`config.mk`:
```
export PLATFORM = sky130hd
export DESIGN_NAME = elevator_floor_scheduler
export DESIGN_NICKNAME = d
export VERILOG_FILES = /design/src/sv/efs_pkg.sv /design/src/sv/efs_core.sv /design/src/sv/elevator_floor_scheduler.sv
export SDC_FILE = /design/constraint.sdc
export NUM_CORES = 1
export LEC_CHECK = 0
export ABC_AREA = 1
export BUFFER_PORTS_ARGS = -buffer_cell sky130_fd_sc_hd__buf_2
export CAP_MARGIN = 20
export CORE_UTILIZATION = 55
export DETAILED_ROUTE_END_ITERATION = 10
export GPL_ROUTABILITY_DRIVEN = 0
export GPL_TIMING_DRIVEN = 0
export PLACE_DENSITY_LB_ADDON = 0.12
export SETUP_SLACK_MARGIN = 0.4
export SYNTH_ARGS = -nofsm -noshare
export SYNTH_HDL_FRONTEND = slang
export SYNTH_HIERARCHICAL = 1
export SYNTH_SLANG_ARGS = --single-unit
```
`constraint.sdc`:
```
create_clock -name aclk -period 4.6 [get_ports aclk]
set_clock_uncertainty 0.15 [all_clocks]
set_input_delay 0.46 -clock aclk [delete_from_list [all_inputs] [get_ports aclk]]
set_output_delay 0.46 -clock aclk [all_outputs]
set_load 0.1 [all_outputs]
```
`src/sv/efs_pkg.sv`:
```
// ----------------------------------------------------------------------------
// efs_pkg
// Shared types and constants for the elevator floor scheduler: the controller
// state codes, the packed poll item and the stream widths.
// ----------------------------------------------------------------------------
package efs_pkg;

    localparam int DEFAULT_FLOOR_COUNT = 4;

    localparam int CTRL_W     = 2;
    localparam int BUTTON_W   = 4;
    localparam int FLOOR_IN_W = 3;
    localparam int TARGET_W   = 4;

    localparam int NO_TARGET = -1;

    typedef enum logic [CTRL_W-1:0] {
        CTRL_INIT = 2'd0,
        CTRL_WAIT = 2'd1,
        CTRL_STOP = 2'd2,
        CTRL_MOVE = 2'd3
    } ctrl_state_t;

    // First member is the most significant, so ctrl_state lands in the low bits.
    typedef struct packed {
        logic [FLOOR_IN_W-1:0] current_floor;
        logic [FLOOR_IN_W-1:0] last_floor;
        logic [BUTTON_W-1:0]   hall_down_buttons;
        logic [BUTTON_W-1:0]   hall_up_buttons;
        logic [BUTTON_W-1:0]   cab_buttons;
        ctrl_state_t           ctrl_state;
    } efs_item_t;

    localparam int ITEM_W    = $bits(efs_item_t);
    localparam int S_TDATA_W = ((ITEM_W + 7) / 8) * 8;
    localparam int RESULT_W  = TARGET_W + 1;
    localparam int M_TDATA_W = ((RESULT_W + 7) / 8) * 8;

endpackage

```
`src/sv/efs_core.sv`:
```
// ----------------------------------------------------------------------------
// efs_core
// Order masks, travel direction and target register. On each step outside the
// init state the item is latched into the masks and the next target chosen in one pass.
// ----------------------------------------------------------------------------
module efs_core #(
    parameter int FLOOR_COUNT = efs_pkg::DEFAULT_FLOOR_COUNT
) (
    input  logic                                aclk,
    input  logic                                aresetn,
    input  logic                                step,
    input  efs_pkg::efs_item_t                  item,
    output logic signed [efs_pkg::TARGET_W-1:0] target_floor,
    output logic                                heading_up
);

    localparam int FW = $clog2(FLOOR_COUNT + 1);
    localparam int TW = FW + 1;

    logic [FLOOR_COUNT-1:0] cab_orders_reg,  cab_orders_next;
    logic [FLOOR_COUNT-1:0] up_orders_reg,   up_orders_next;
    logic [FLOOR_COUNT-1:0] down_orders_reg, down_orders_next;
    logic                   direction_up_reg, direction_up_next;
    logic signed [TW-1:0]   target_reg,       target_next;

    logic [FLOOR_COUNT-1:0] cab_btn, up_btn, down_btn, keep_mask, hall;
    logic [FW-1:0]          last_sat, su_cab, sd_cab, su_hall, sd_hall;
    logic [FW-1:0]          cab_pick, hall_pick, ovr_up, ovr_down;
    logic                   cab_dir, hall_dir;

    // Spread a button field over the floors; bits beyond the top floor drop.
    function automatic logic [FLOOR_COUNT-1:0] widen(input logic [efs_pkg::BUTTON_W-1:0] b);
        logic [FLOOR_COUNT-1:0] m;
        m = '0;
        for (int i = 0; i < FLOOR_COUNT; i++) begin
            if (i < efs_pkg::BUTTON_W) begin
                m[i] = b[i];
            end
        end
        return m;
    endfunction

    // Lowest floor at or above from with an order, 0 if none.
    function automatic logic [FW-1:0] scan_up(input logic [FLOOR_COUNT-1:0] m,
                                              input logic [FW-1:0] from);
        logic [FW-1:0] hit;
        hit = '0;
        for (int i = FLOOR_COUNT - 1; i >= 0; i--) begin
            if (m[i] && (i + 1 >= int'(from))) begin
                hit = FW'(i + 1);
            end
        end
        return hit;
    endfunction

    // Highest floor at or below from with an order, 0 if none.
    function automatic logic [FW-1:0] scan_down(input logic [FLOOR_COUNT-1:0] m,
                                                input logic [FW-1:0] from);
        logic [FW-1:0] hit;
        hit = '0;
        for (int i = 0; i < FLOOR_COUNT; i++) begin
            if (m[i] && (i + 1 <= int'(from))) begin
                hit = FW'(i + 1);
            end
        end
        return hit;
    endfunction

    // Lowest floor in [from, tgt-1] with an order, 0 if none.
    function automatic logic [FW-1:0] pass_up(input logic [FLOOR_COUNT-1:0] m,
                                              input logic [FW-1:0] from,
                                              input logic [FW-1:0] tgt);
        logic [FW-1:0] hit;
        hit = '0;
        for (int i = FLOOR_COUNT - 1; i >= 0; i--) begin
            if (m[i] && (i + 1 >= int'(from)) && (i + 1 < int'(tgt))) begin
                hit = FW'(i + 1);
            end
        end
        return hit;
    endfunction

    // Highest floor in [tgt+1, from] with an order, 0 if none.
    function automatic logic [FW-1:0] pass_down(input logic [FLOOR_COUNT-1:0] m,
                                                input logic [FW-1:0] from,
                                                input logic [FW-1:0] tgt);
        logic [FW-1:0] hit;
        hit = '0;
        for (int i = 0; i < FLOOR_COUNT; i++) begin
            if (m[i] && (i + 1 <= int'(from)) && (i + 1 > int'(tgt))) begin
                hit = FW'(i + 1);
            end
        end
        return hit;
    endfunction

    always_comb begin
        cab_btn  = widen(item.cab_buttons);
        up_btn   = widen(item.hall_up_buttons);
        down_btn = widen(item.hall_down_buttons);
        // No up call from the top floor, no down call from the bottom one.
        up_btn[FLOOR_COUNT-1] = 1'b0;
        down_btn[0]           = 1'b0;

        keep_mask = '1;
        if (item.ctrl_state == efs_pkg::CTRL_WAIT || item.ctrl_state == efs_pkg::CTRL_STOP) begin
            for (int i = 0; i < FLOOR_COUNT; i++) begin
                if (int'(item.current_floor) == i + 1) begin
                    keep_mask[i] = 1'b0;
                end
            end
        end

        if (int'(item.last_floor) > FLOOR_COUNT) begin
            last_sat = FW'(FLOOR_COUNT);
        end else begin
            last_sat = FW'(item.last_floor);
        end

        cab_orders_next  = (cab_orders_reg  | cab_btn)  & keep_mask;
        up_orders_next   = (up_orders_reg   | up_btn)   & keep_mask;
        down_orders_next = (down_orders_reg | down_btn) & keep_mask;
        hall = up_orders_next | down_orders_next;

        su_cab  = scan_up(cab_orders_next, last_sat);
        sd_cab  = scan_down(cab_orders_next, last_sat);
        su_hall = scan_up(hall, last_sat);
        sd_hall = scan_down(hall, last_sat);

        // Keep heading if something lies ahead, otherwise turn around.
        if (direction_up_reg && su_cab != '0) begin
            cab_pick = su_cab;
            cab_dir  = 1'b1;
        end else if (direction_up_reg || sd_cab != '0) begin
            cab_pick = sd_cab;
            cab_dir  = 1'b0;
        end else begin
            cab_pick = su_cab;
            cab_dir  = 1'b1;
        end

        if (direction_up_reg && su_hall != '0) begin
            hall_pick = su_hall;
            hall_dir  = 1'b1;
        end else if (direction_up_reg || sd_hall != '0) begin
            hall_pick = sd_hall;
            hall_dir  = 1'b0;
        end else begin
            hall_pick = su_hall;
            hall_dir  = 1'b1;
        end

        ovr_up   = pass_up(up_orders_next, last_sat, cab_pick);
        ovr_down = pass_down(down_orders_next, last_sat, cab_pick);

        direction_up_next = direction_up_reg;
        target_next       = target_reg;
        if (item.ctrl_state != efs_pkg::CTRL_INIT) begin
            if (cab_orders_next != '0) begin
                direction_up_next = cab_dir;
                target_next       = TW'(cab_pick);
                // A hall call on the way in the travel direction comes first.
                if (cab_dir && ovr_up != '0) begin
                    target_next = TW'(ovr_up);
                end else if (!cab_dir && ovr_down != '0) begin
                    target_next = TW'(ovr_down);
                end
            end else if (hall != '0) begin
                direction_up_next = hall_dir;
                if (hall_pick != '0) begin
                    target_next = TW'(hall_pick);
                end
            end else begin
                target_next = TW'(efs_pkg::NO_TARGET);
            end
        end
    end

    always_ff @(posedge aclk) begin
        if (!aresetn) begin
            cab_orders_reg   <= '0;
            up_orders_reg    <= '0;
            down_orders_reg  <= '0;
            direction_up_reg <= 1'b0;
            target_reg       <= TW'(efs_pkg::NO_TARGET);
        end else if (step && item.ctrl_state != efs_pkg::CTRL_INIT) begin
            cab_orders_reg   <= cab_orders_next;
            up_orders_reg    <= up_orders_next;
            down_orders_reg  <= down_orders_next;
            direction_up_reg <= direction_up_next;
            target_reg       <= target_next;
        end
    end

    assign target_floor = efs_pkg::TARGET_W'(int'(target_reg));
    assign heading_up   = direction_up_reg;

endmodule

```
`src/sv/elevator_floor_scheduler.sv`:
```
// ----------------------------------------------------------------------------
// elevator_floor_scheduler
// Latches hall and cab calls into order masks and picks the next floor to
// serve with SCAN-style scheduling, one poll item in, one result item out.
// ----------------------------------------------------------------------------
// An accepted item waits in the poll register until the result register is free.
// Throughput: one item per cycle while the output is not stalled; the poll
// register and the result register (the target and direction state itself)
// form a two-stage pipeline, and order update and target choice are combinational.
// Reset: synchronous on aresetn low; orders clear, heading down, target -1.
module elevator_floor_scheduler #(
    parameter int FLOOR_COUNT = efs_pkg::DEFAULT_FLOOR_COUNT
) (
    input  logic                          aclk,
    input  logic                          aresetn,
    input  logic                          s_tvalid,
    output logic                          s_tready,
    // [1:0] ctrl_state, [5:2] cab_buttons, [9:6] hall_up_buttons,
    // [13:10] hall_down_buttons, [16:14] last_floor, [19:17] current_floor
    input  logic [efs_pkg::S_TDATA_W-1:0] s_tdata,
    output logic                          m_tvalid,
    input  logic                          m_tready,
    // [3:0] target_floor (signed), [4] heading_up
    output logic [efs_pkg::M_TDATA_W-1:0] m_tdata
);

    efs_pkg::efs_item_t item_reg;
    logic               item_valid_reg;
    logic               m_valid_reg;
    logic               advance;

    logic signed [efs_pkg::TARGET_W-1:0] target_floor;
    logic                                heading_up;

    // The state registers double as the result register, so they may only
    // move once the previous result has gone.
    assign advance  = item_valid_reg && (!m_valid_reg || m_tready);
    assign s_tready = !item_valid_reg || advance;

    always_ff @(posedge aclk) begin
        if (!aresetn) begin
            item_valid_reg <= 1'b0;
            m_valid_reg    <= 1'b0;
        end else begin
            if (s_tready) begin
                item_valid_reg <= s_tvalid;
            end
            if (advance) begin
                m_valid_reg <= 1'b1;
            end else if (m_tready) begin
                m_valid_reg <= 1'b0;
            end
        end
    end

    always_ff @(posedge aclk) begin
        if (s_tready && s_tvalid) begin
            item_reg <= efs_pkg::efs_item_t'(s_tdata[efs_pkg::ITEM_W-1:0]);
        end
    end

    efs_core #(
        .FLOOR_COUNT(FLOOR_COUNT)
    ) u_core (
        .aclk        (aclk),
        .aresetn     (aresetn),
        .step        (advance),
        .item        (item_reg),
        .target_floor(target_floor),
        .heading_up  (heading_up)
    );

    assign m_tvalid = m_valid_reg;
    assign m_tdata  = {{(efs_pkg::M_TDATA_W - efs_pkg::RESULT_W){1'b0}},
                       heading_up, target_floor};

endmodule

```
After elaboration in Yosys (flattened, before gate mapping)
Index checks and enable logic that the tools add are counted.
{ "classes": {"n_reduce_logical": 61, "order_cmp": 17, "muxes": 47, "bitwise_logic": 7, "n_eq_ne": 7} }
{ "ops": {"columns": ["op", "count"], "rows": [
  ["3-bit 2-to-1 mux", 21],
  ["1-bit logical AND", 39],
  ["3-bit nonzero test", 7],
  ["4-bit 2-to-1 mux", 5],
  ["1-bit 2-to-1 mux", 15],
  ["4-bit bitwise AND", 3],
  ["2-bit 2-to-1 mux", 6],
  ["4-bit bitwise OR", 3],
  ["3-bit == test (second input constant)", 3],
  ["4-bit nonzero test", 2],
  ["2-bit by 3-bit greater-or-equal comparator with 1-bit output (first input constant)", 2],
  ["2-bit by 3-bit greater-than comparator with 1-bit output (first input constant)", 2],
  ["2-bit by 3-bit less-or-equal comparator with 1-bit output (first input constant)", 2],
  ["2-bit by 3-bit less-than comparator with 1-bit output (first input constant)", 2],
  ["3-bit AND reduction", 2],
  ["2-bit nonzero test", 3],
  ["1-bit logical OR", 5],
  ["4-bit by 3-bit bitwise OR with 4-bit output", 1],
  ["3-bit by 2-bit == test with 1-bit output (second input constant)", 1],
  ["1-bit by 3-bit greater-or-equal comparator with 1-bit output (first input constant)", 1],
  ["3-bit greater-or-equal comparator (first input constant)", 1],
  ["1-bit by 3-bit greater-than comparator with 1-bit output (first input constant)", 1],
  ["3-bit greater-than comparator (first input constant)", 1],
  ["3-bit greater-than comparator (second input constant)", 1],
  ["8 further kinds", 10]
]} }
{ "totals": {"ff_bits": 38, "output_inout_bits": 10} }

Longest topological paths before layout
{ "depth": {"depth_word": 24, "ltp_mapped": 23} }

Cells and area by module
Netlist, hierarchy kept.
{ "modules_own_cells": {"columns": ["module", "instances", "seq_area_each_um2", "cells_each", "area_per_inst_um2"], "rows": [
  ["efs_core", 1, 340.3, 242, 1388.8],
  ["elevator_floor_scheduler", 1, 640.6, 38, 729.4]
]} }

Worst setup path before layout
OpenSTA, ideal clock, no wires.
{ "synth_timing": {"kind": "reg-to-reg", "startpoint": "register m_valid_reg (netlist: m_tvalid)", "endpoint": "register item_reg[0] (netlist name) (enable)", "arrival_ns": 2.200, "t_required_ns": 4.114, "n_path_buf": 0, "setup_ns": 0.336, "setup_slack_ns": 1.914, "stages_incl_launch_ff": 4, "synth_period_minus_slack_ns": 2.686, "path_cell_list": "dfxtp_1 > nand3_2 > nand2_1 > inv_1"} }
{ "synth_via": {"elab_chain_cells": 5} }
{ "synth_lines": {"columns": ["element", "line_no", "text"], "rows": [
  ["start: declaration", "elevator_floor_scheduler.sv:29", "logic m_valid_reg;"],
  ["start signal: assignment", "elevator_floor_scheduler.sv:43", "m_valid_reg <= 1'b0;"],
  ["start signal: assignment", "elevator_floor_scheduler.sv:49", "m_valid_reg <= 1'b1;"],
  ["start signal: assignment", "elevator_floor_scheduler.sv:51", "m_valid_reg <= 1'b0;"],
  ["1-bit zero test", "elevator_floor_scheduler.sv:37", "assign advance = item_valid_reg && (!m_valid_reg || m_tready);"],
  ["1-bit logical OR", "elevator_floor_scheduler.sv:37", null],
  ["1-bit logical AND", "elevator_floor_scheduler.sv:37", null],
  ["1-bit logical OR", "elevator_floor_scheduler.sv:38", "assign s_tready = !item_valid_reg || advance;"],
  ["via s_tready", "elevator_floor_scheduler.sv:17", "output logic s_tready,"],
  ["1-bit logical AND", "elevator_floor_scheduler.sv:57", "if (s_tready && s_tvalid) begin"],
  ["end signal: assignment", "elevator_floor_scheduler.sv:58", "item_reg <= efs_pkg::efs_item_t'(s_tdata[efs_pkg::ITEM_W-1:0]);"],
  ["end: declaration", "elevator_floor_scheduler.sv:27", "efs_pkg::efs_item_t item_reg;"]
]} }
The timed path passes the listed nets, and every way through them passes these cells.
A chain may end at the register's enable or synchronous reset.

Worst setup path after layout
{ "layout_timing": {"startpoint": "register item_reg[0] (netlist name)", "endpoint": "register u_core.target_reg[1] (netlist: u_core/target_floor[1])"} }
{ "layout_via": {"elab_chain_cells": 24, "elab_cells_between_ends": 103} }
{ "layout_lines": {"columns": ["element", "line_no", "text"], "rows": [
  ["2-bit by 1-bit == test with 1-bit output or 2-bit == test (tied branches)", "efs_core.sv:106", "if (item.ctrl_state == efs_pkg::CTRL_WAIT || item.ctrl_state == efs_pkg::CTRL_STOP) begin"],
  ["1-bit logical OR", "efs_core.sv:106", null],
  ["4-bit 2-to-1 mux", "efs_core.sv:106", null],
  ["4-bit bitwise AND", "efs_core.sv:120", "cab_orders_next = (cab_orders_reg | cab_btn) & keep_mask;"],
  ["1-bit logical AND", "efs_core.sv:62", "if (m[i] && (i + 1 <= int'(from))) begin"],
  ["1-bit 2-to-1 mux", "efs_core.sv:62", null],
  ["2-bit 2-to-1 mux (2 in series)", "efs_core.sv:62", null],
  ["3-bit 2-to-1 mux", "efs_core.sv:62", null],
  ["(+6 left out)", null, null],
  ["1-bit 2-to-1 mux", "efs_core.sv:90", "if (m[i] && (i + 1 <= int'(from)) && (i + 1 > int'(tgt))) begin"],
  ["2-bit 2-to-1 mux (2 in series)", "efs_core.sv:90", null],
  ["3-bit 2-to-1 mux", "efs_core.sv:90", null],
  ["3-bit nonzero test", "efs_core.sv:165", "end else if (!cab_dir && ovr_down != '0) begin"],
  ["1-bit logical AND", "efs_core.sv:165", null],
  ["3-bit 2-to-1 mux", "efs_core.sv:165", null],
  ["4-bit 2-to-1 mux", "efs_core.sv:163", "if (cab_dir && ovr_up != '0) begin"],
  ["4-bit 2-to-1 mux", "efs_core.sv:159", "if (cab_orders_next != '0) begin"],
  ["end signal: assignment", "efs_core.sv:185", "target_reg <= TW'(efs_pkg::NO_TARGET);"],
  ["end signal: assignment", "efs_core.sv:191", "target_reg <= target_next;"],
  ["end: declaration", "efs_core.sv:24", "logic signed [TW-1:0] target_reg, target_next;"]
]} }
Parallel ways exist; a longest one is shown, timed or not. The select of a mux whose other input is x is not followed.

==> impl_metrics.tcl <==
set metrics [dict create \
    status "complete, no violations" \
    grt_max_degree 19 \
    worstHoldEndpoint "item_reg[13]" \
    die_area_um2 3990 \
    avgSynthCellArea_um2 7.40 \
    swShare_pct 30.1 \
    hold_path.class "in -> reg" \
    fin_crit_ps 2720 \
    required_ps 4630 \
    drtIter0Drc 108 \
    min_from "s_tdata[13]" \
    antenna_found_initial 0 \
    min_path_cells 1 \
    ys_warn_count 6 \
    netlist_area_um2 2060 \
    worst_slack_ps 1880 \
    multi_input_comb_area_um2 937 \
    cts_made_buffers 5 \
    track_usage_pct 23.0 \
    clk_pin_slew_ps 70 \
    grt_pass1_wl_mm 7.15 \
    avgViaCountPerCell 4.94 \
    p_comb_share_pct 23.4 \
    die-width_um 63.2 \
    cts-root-buf "clkbuf_8" \
    cts_buffer_depth 2 \
    synthCells 278 \
    fin_nets 344 \
    crit_fanout 6 \
    rsz0062_at_grt "false" \
    cts_hold_buffers 0 \
    place_hpwl_mm 3.08 \
    power.density_cell_area_nw_per_um2 352 \
    port-buffer-count 28 \
    ant_nets 0 \
    drv_cap 0 \
    finalHoldViolations 0 \
    fillers 312 \
    coreArea_um2 3470 \
    drc_errors 0 \
    post-route-util_pct 68.3 \
    clock_sinks 37 \
    largest_reg_flops 18 \
    firstDrtPassIters 4 \
    peakVddDrop_uv 253 \
    crit_path_end_kind "flop" \
    io_pins 38 \
    regToRegStartpoint "item_reg[0]" \
    routedWlPerCell_um 11.1 \
    area_growth_pct 15.1 \
    pre_cts_ws_ps 1910 \
    tns_ps 0 \
    fmax_ghz 0.368 \
    cts_tree "done" \
    power_uw 835 \
    wirelength_mm 4.00 \
    clkPwrFrac_pct 31.7 \
    cts_setup_buffers 0 \
    grt_pass1_vias 1677 \
    setup_viol_count_final 0 \
    worstSetupPathType "reg -> reg" \
    cts-htree-levels 2 \
    rows 21 \
    drive_gt1_share_pct 19.0 \
    worst_pin_slew_ps 689 \
    crit_arrival_ps 2740 \
    seqPwrFrac_pct 44.9 \
    start_util_pct 59.3 \
    die_y_um 63.2 \
    p_int_uw 584 \
    grt_overflow_total 0 \
    power.leakage_nw 1.15 \
    vias 1789 \
    antenna_cells 0 \
    postCtsResizedCells 0 \
    netSwitchingPower_uw 252 \
    r2r_cells 19 \
    final_max_slew_viol_count 0 \
    slew_headroom_pct 53.9 \
    finalCritPeriodShare_pct 59.0 \
    seq_area_um2 921 \
    cp-start-kind "flop" \
    r2r_end "u_core/target_floor[1]" \
    clk_latency_ps 280 \
    r2r_slack_ps 1880 \
]
[final cells by class]
type	count	share of cell area [%]
clock inverters	2	1.43
well taps	46	2.43
clock buffers	6	3.06
plain buffers	6	1.64
multi-input cells	192	39.5
repair buffers	28	5.91
inverters	45	7.13
flip-flops and latches	37	38.9
[worst max-delay path by stage]
stage	start	endpoint	slack (ps)	cells after the start
floorplan	m_tvalid	item_reg[0]	1940	3
global placement	item_reg[0]	u_core/target_floor[1]	1950	19
detailed placement	item_reg[0]	u_core/target_floor[0]	1910	21
CTS	item_reg[0]	u_core/target_floor[0]	1910	21
global route	item_reg[1]	u_core/target_floor[0]	1560	17
finish	item_reg[0]	u_core/target_floor[1]	1880	19
[power by group through the flow]
stage / Combinational [mW] / Sequential (mW) / Clock, mW
after detailed placement: 0.193 / 0.382 / 0
after global placement: 0.190 / 0.382 / 0
after floorplan: 0.133 / 0.404 / 0
after global routing: 0.219 / 0.378 / 0.287
final: 0.195 / 0.375 / 0.265
after CTS: 0.194 / 0.375 / 0.270
[through the flow]
stage | instances | instance area, um2 | hold WS, ps
floorplan | 280 | 2070 | 255
global placement | 354 | 2260 | 263
detailed placement | 354 | 2260 | 264
CTS | 362 | 2370 | 192
global route | 362 | 2370 | 186
finish | 362 | 2370 | 197
[worst max-delay path, stage by stage, from the launching register on]
cell and delay (ps):
edfxtp_1 320, inv_1 40, ha_1 280, inv_1 40, nor2_1 120, nand2_1 150, nand2_1 190, nand2_1 90
nor2_2 240, inv_1 160, nor3_1 270, inv_1 80, nand4_1 120, nand2_1 80, nand2_1 60, nand2_1 40
nand2_1 50, nand2_1 50, nand2_1 50, nand2_1 40
[cell usage in the layout (no fill, tap or decap), types with 2 or more instances in the layout]
master and instances:
inv_2 2, nand2_4 3, o21ai_0 16, nand4_1 2, clkinv_1 4, nand3_2 2
nand3_1 21, nand2_2 2, buf_2 29, clkbuf_8 5, inv_1 40, nand2_1 73
nand3b_1 2, nor3_1 3, dfxtp_1 19, or2_2 4, buf_4 4, edfxtp_1 18
clkbuf_1 2, nor2_2 2, nor2_1 27, conb_1 3, a21oi_1 20
[per-layer routing]
| layer | GRT usage (%) | vias up | routed length, um |
|---|---|---|---|
| li1 | - | 959 | - |
| met1 | 29.1 | 772 | 1940 |
| met2 | 38.2 | 53 | 1810 |
| met3 | 3.62 | 5 | 200 |
| met4 | 10.8 | 0 | 48 |
| met5 | 0 | - | 0 |
Power figures use the tool's default switching activity.
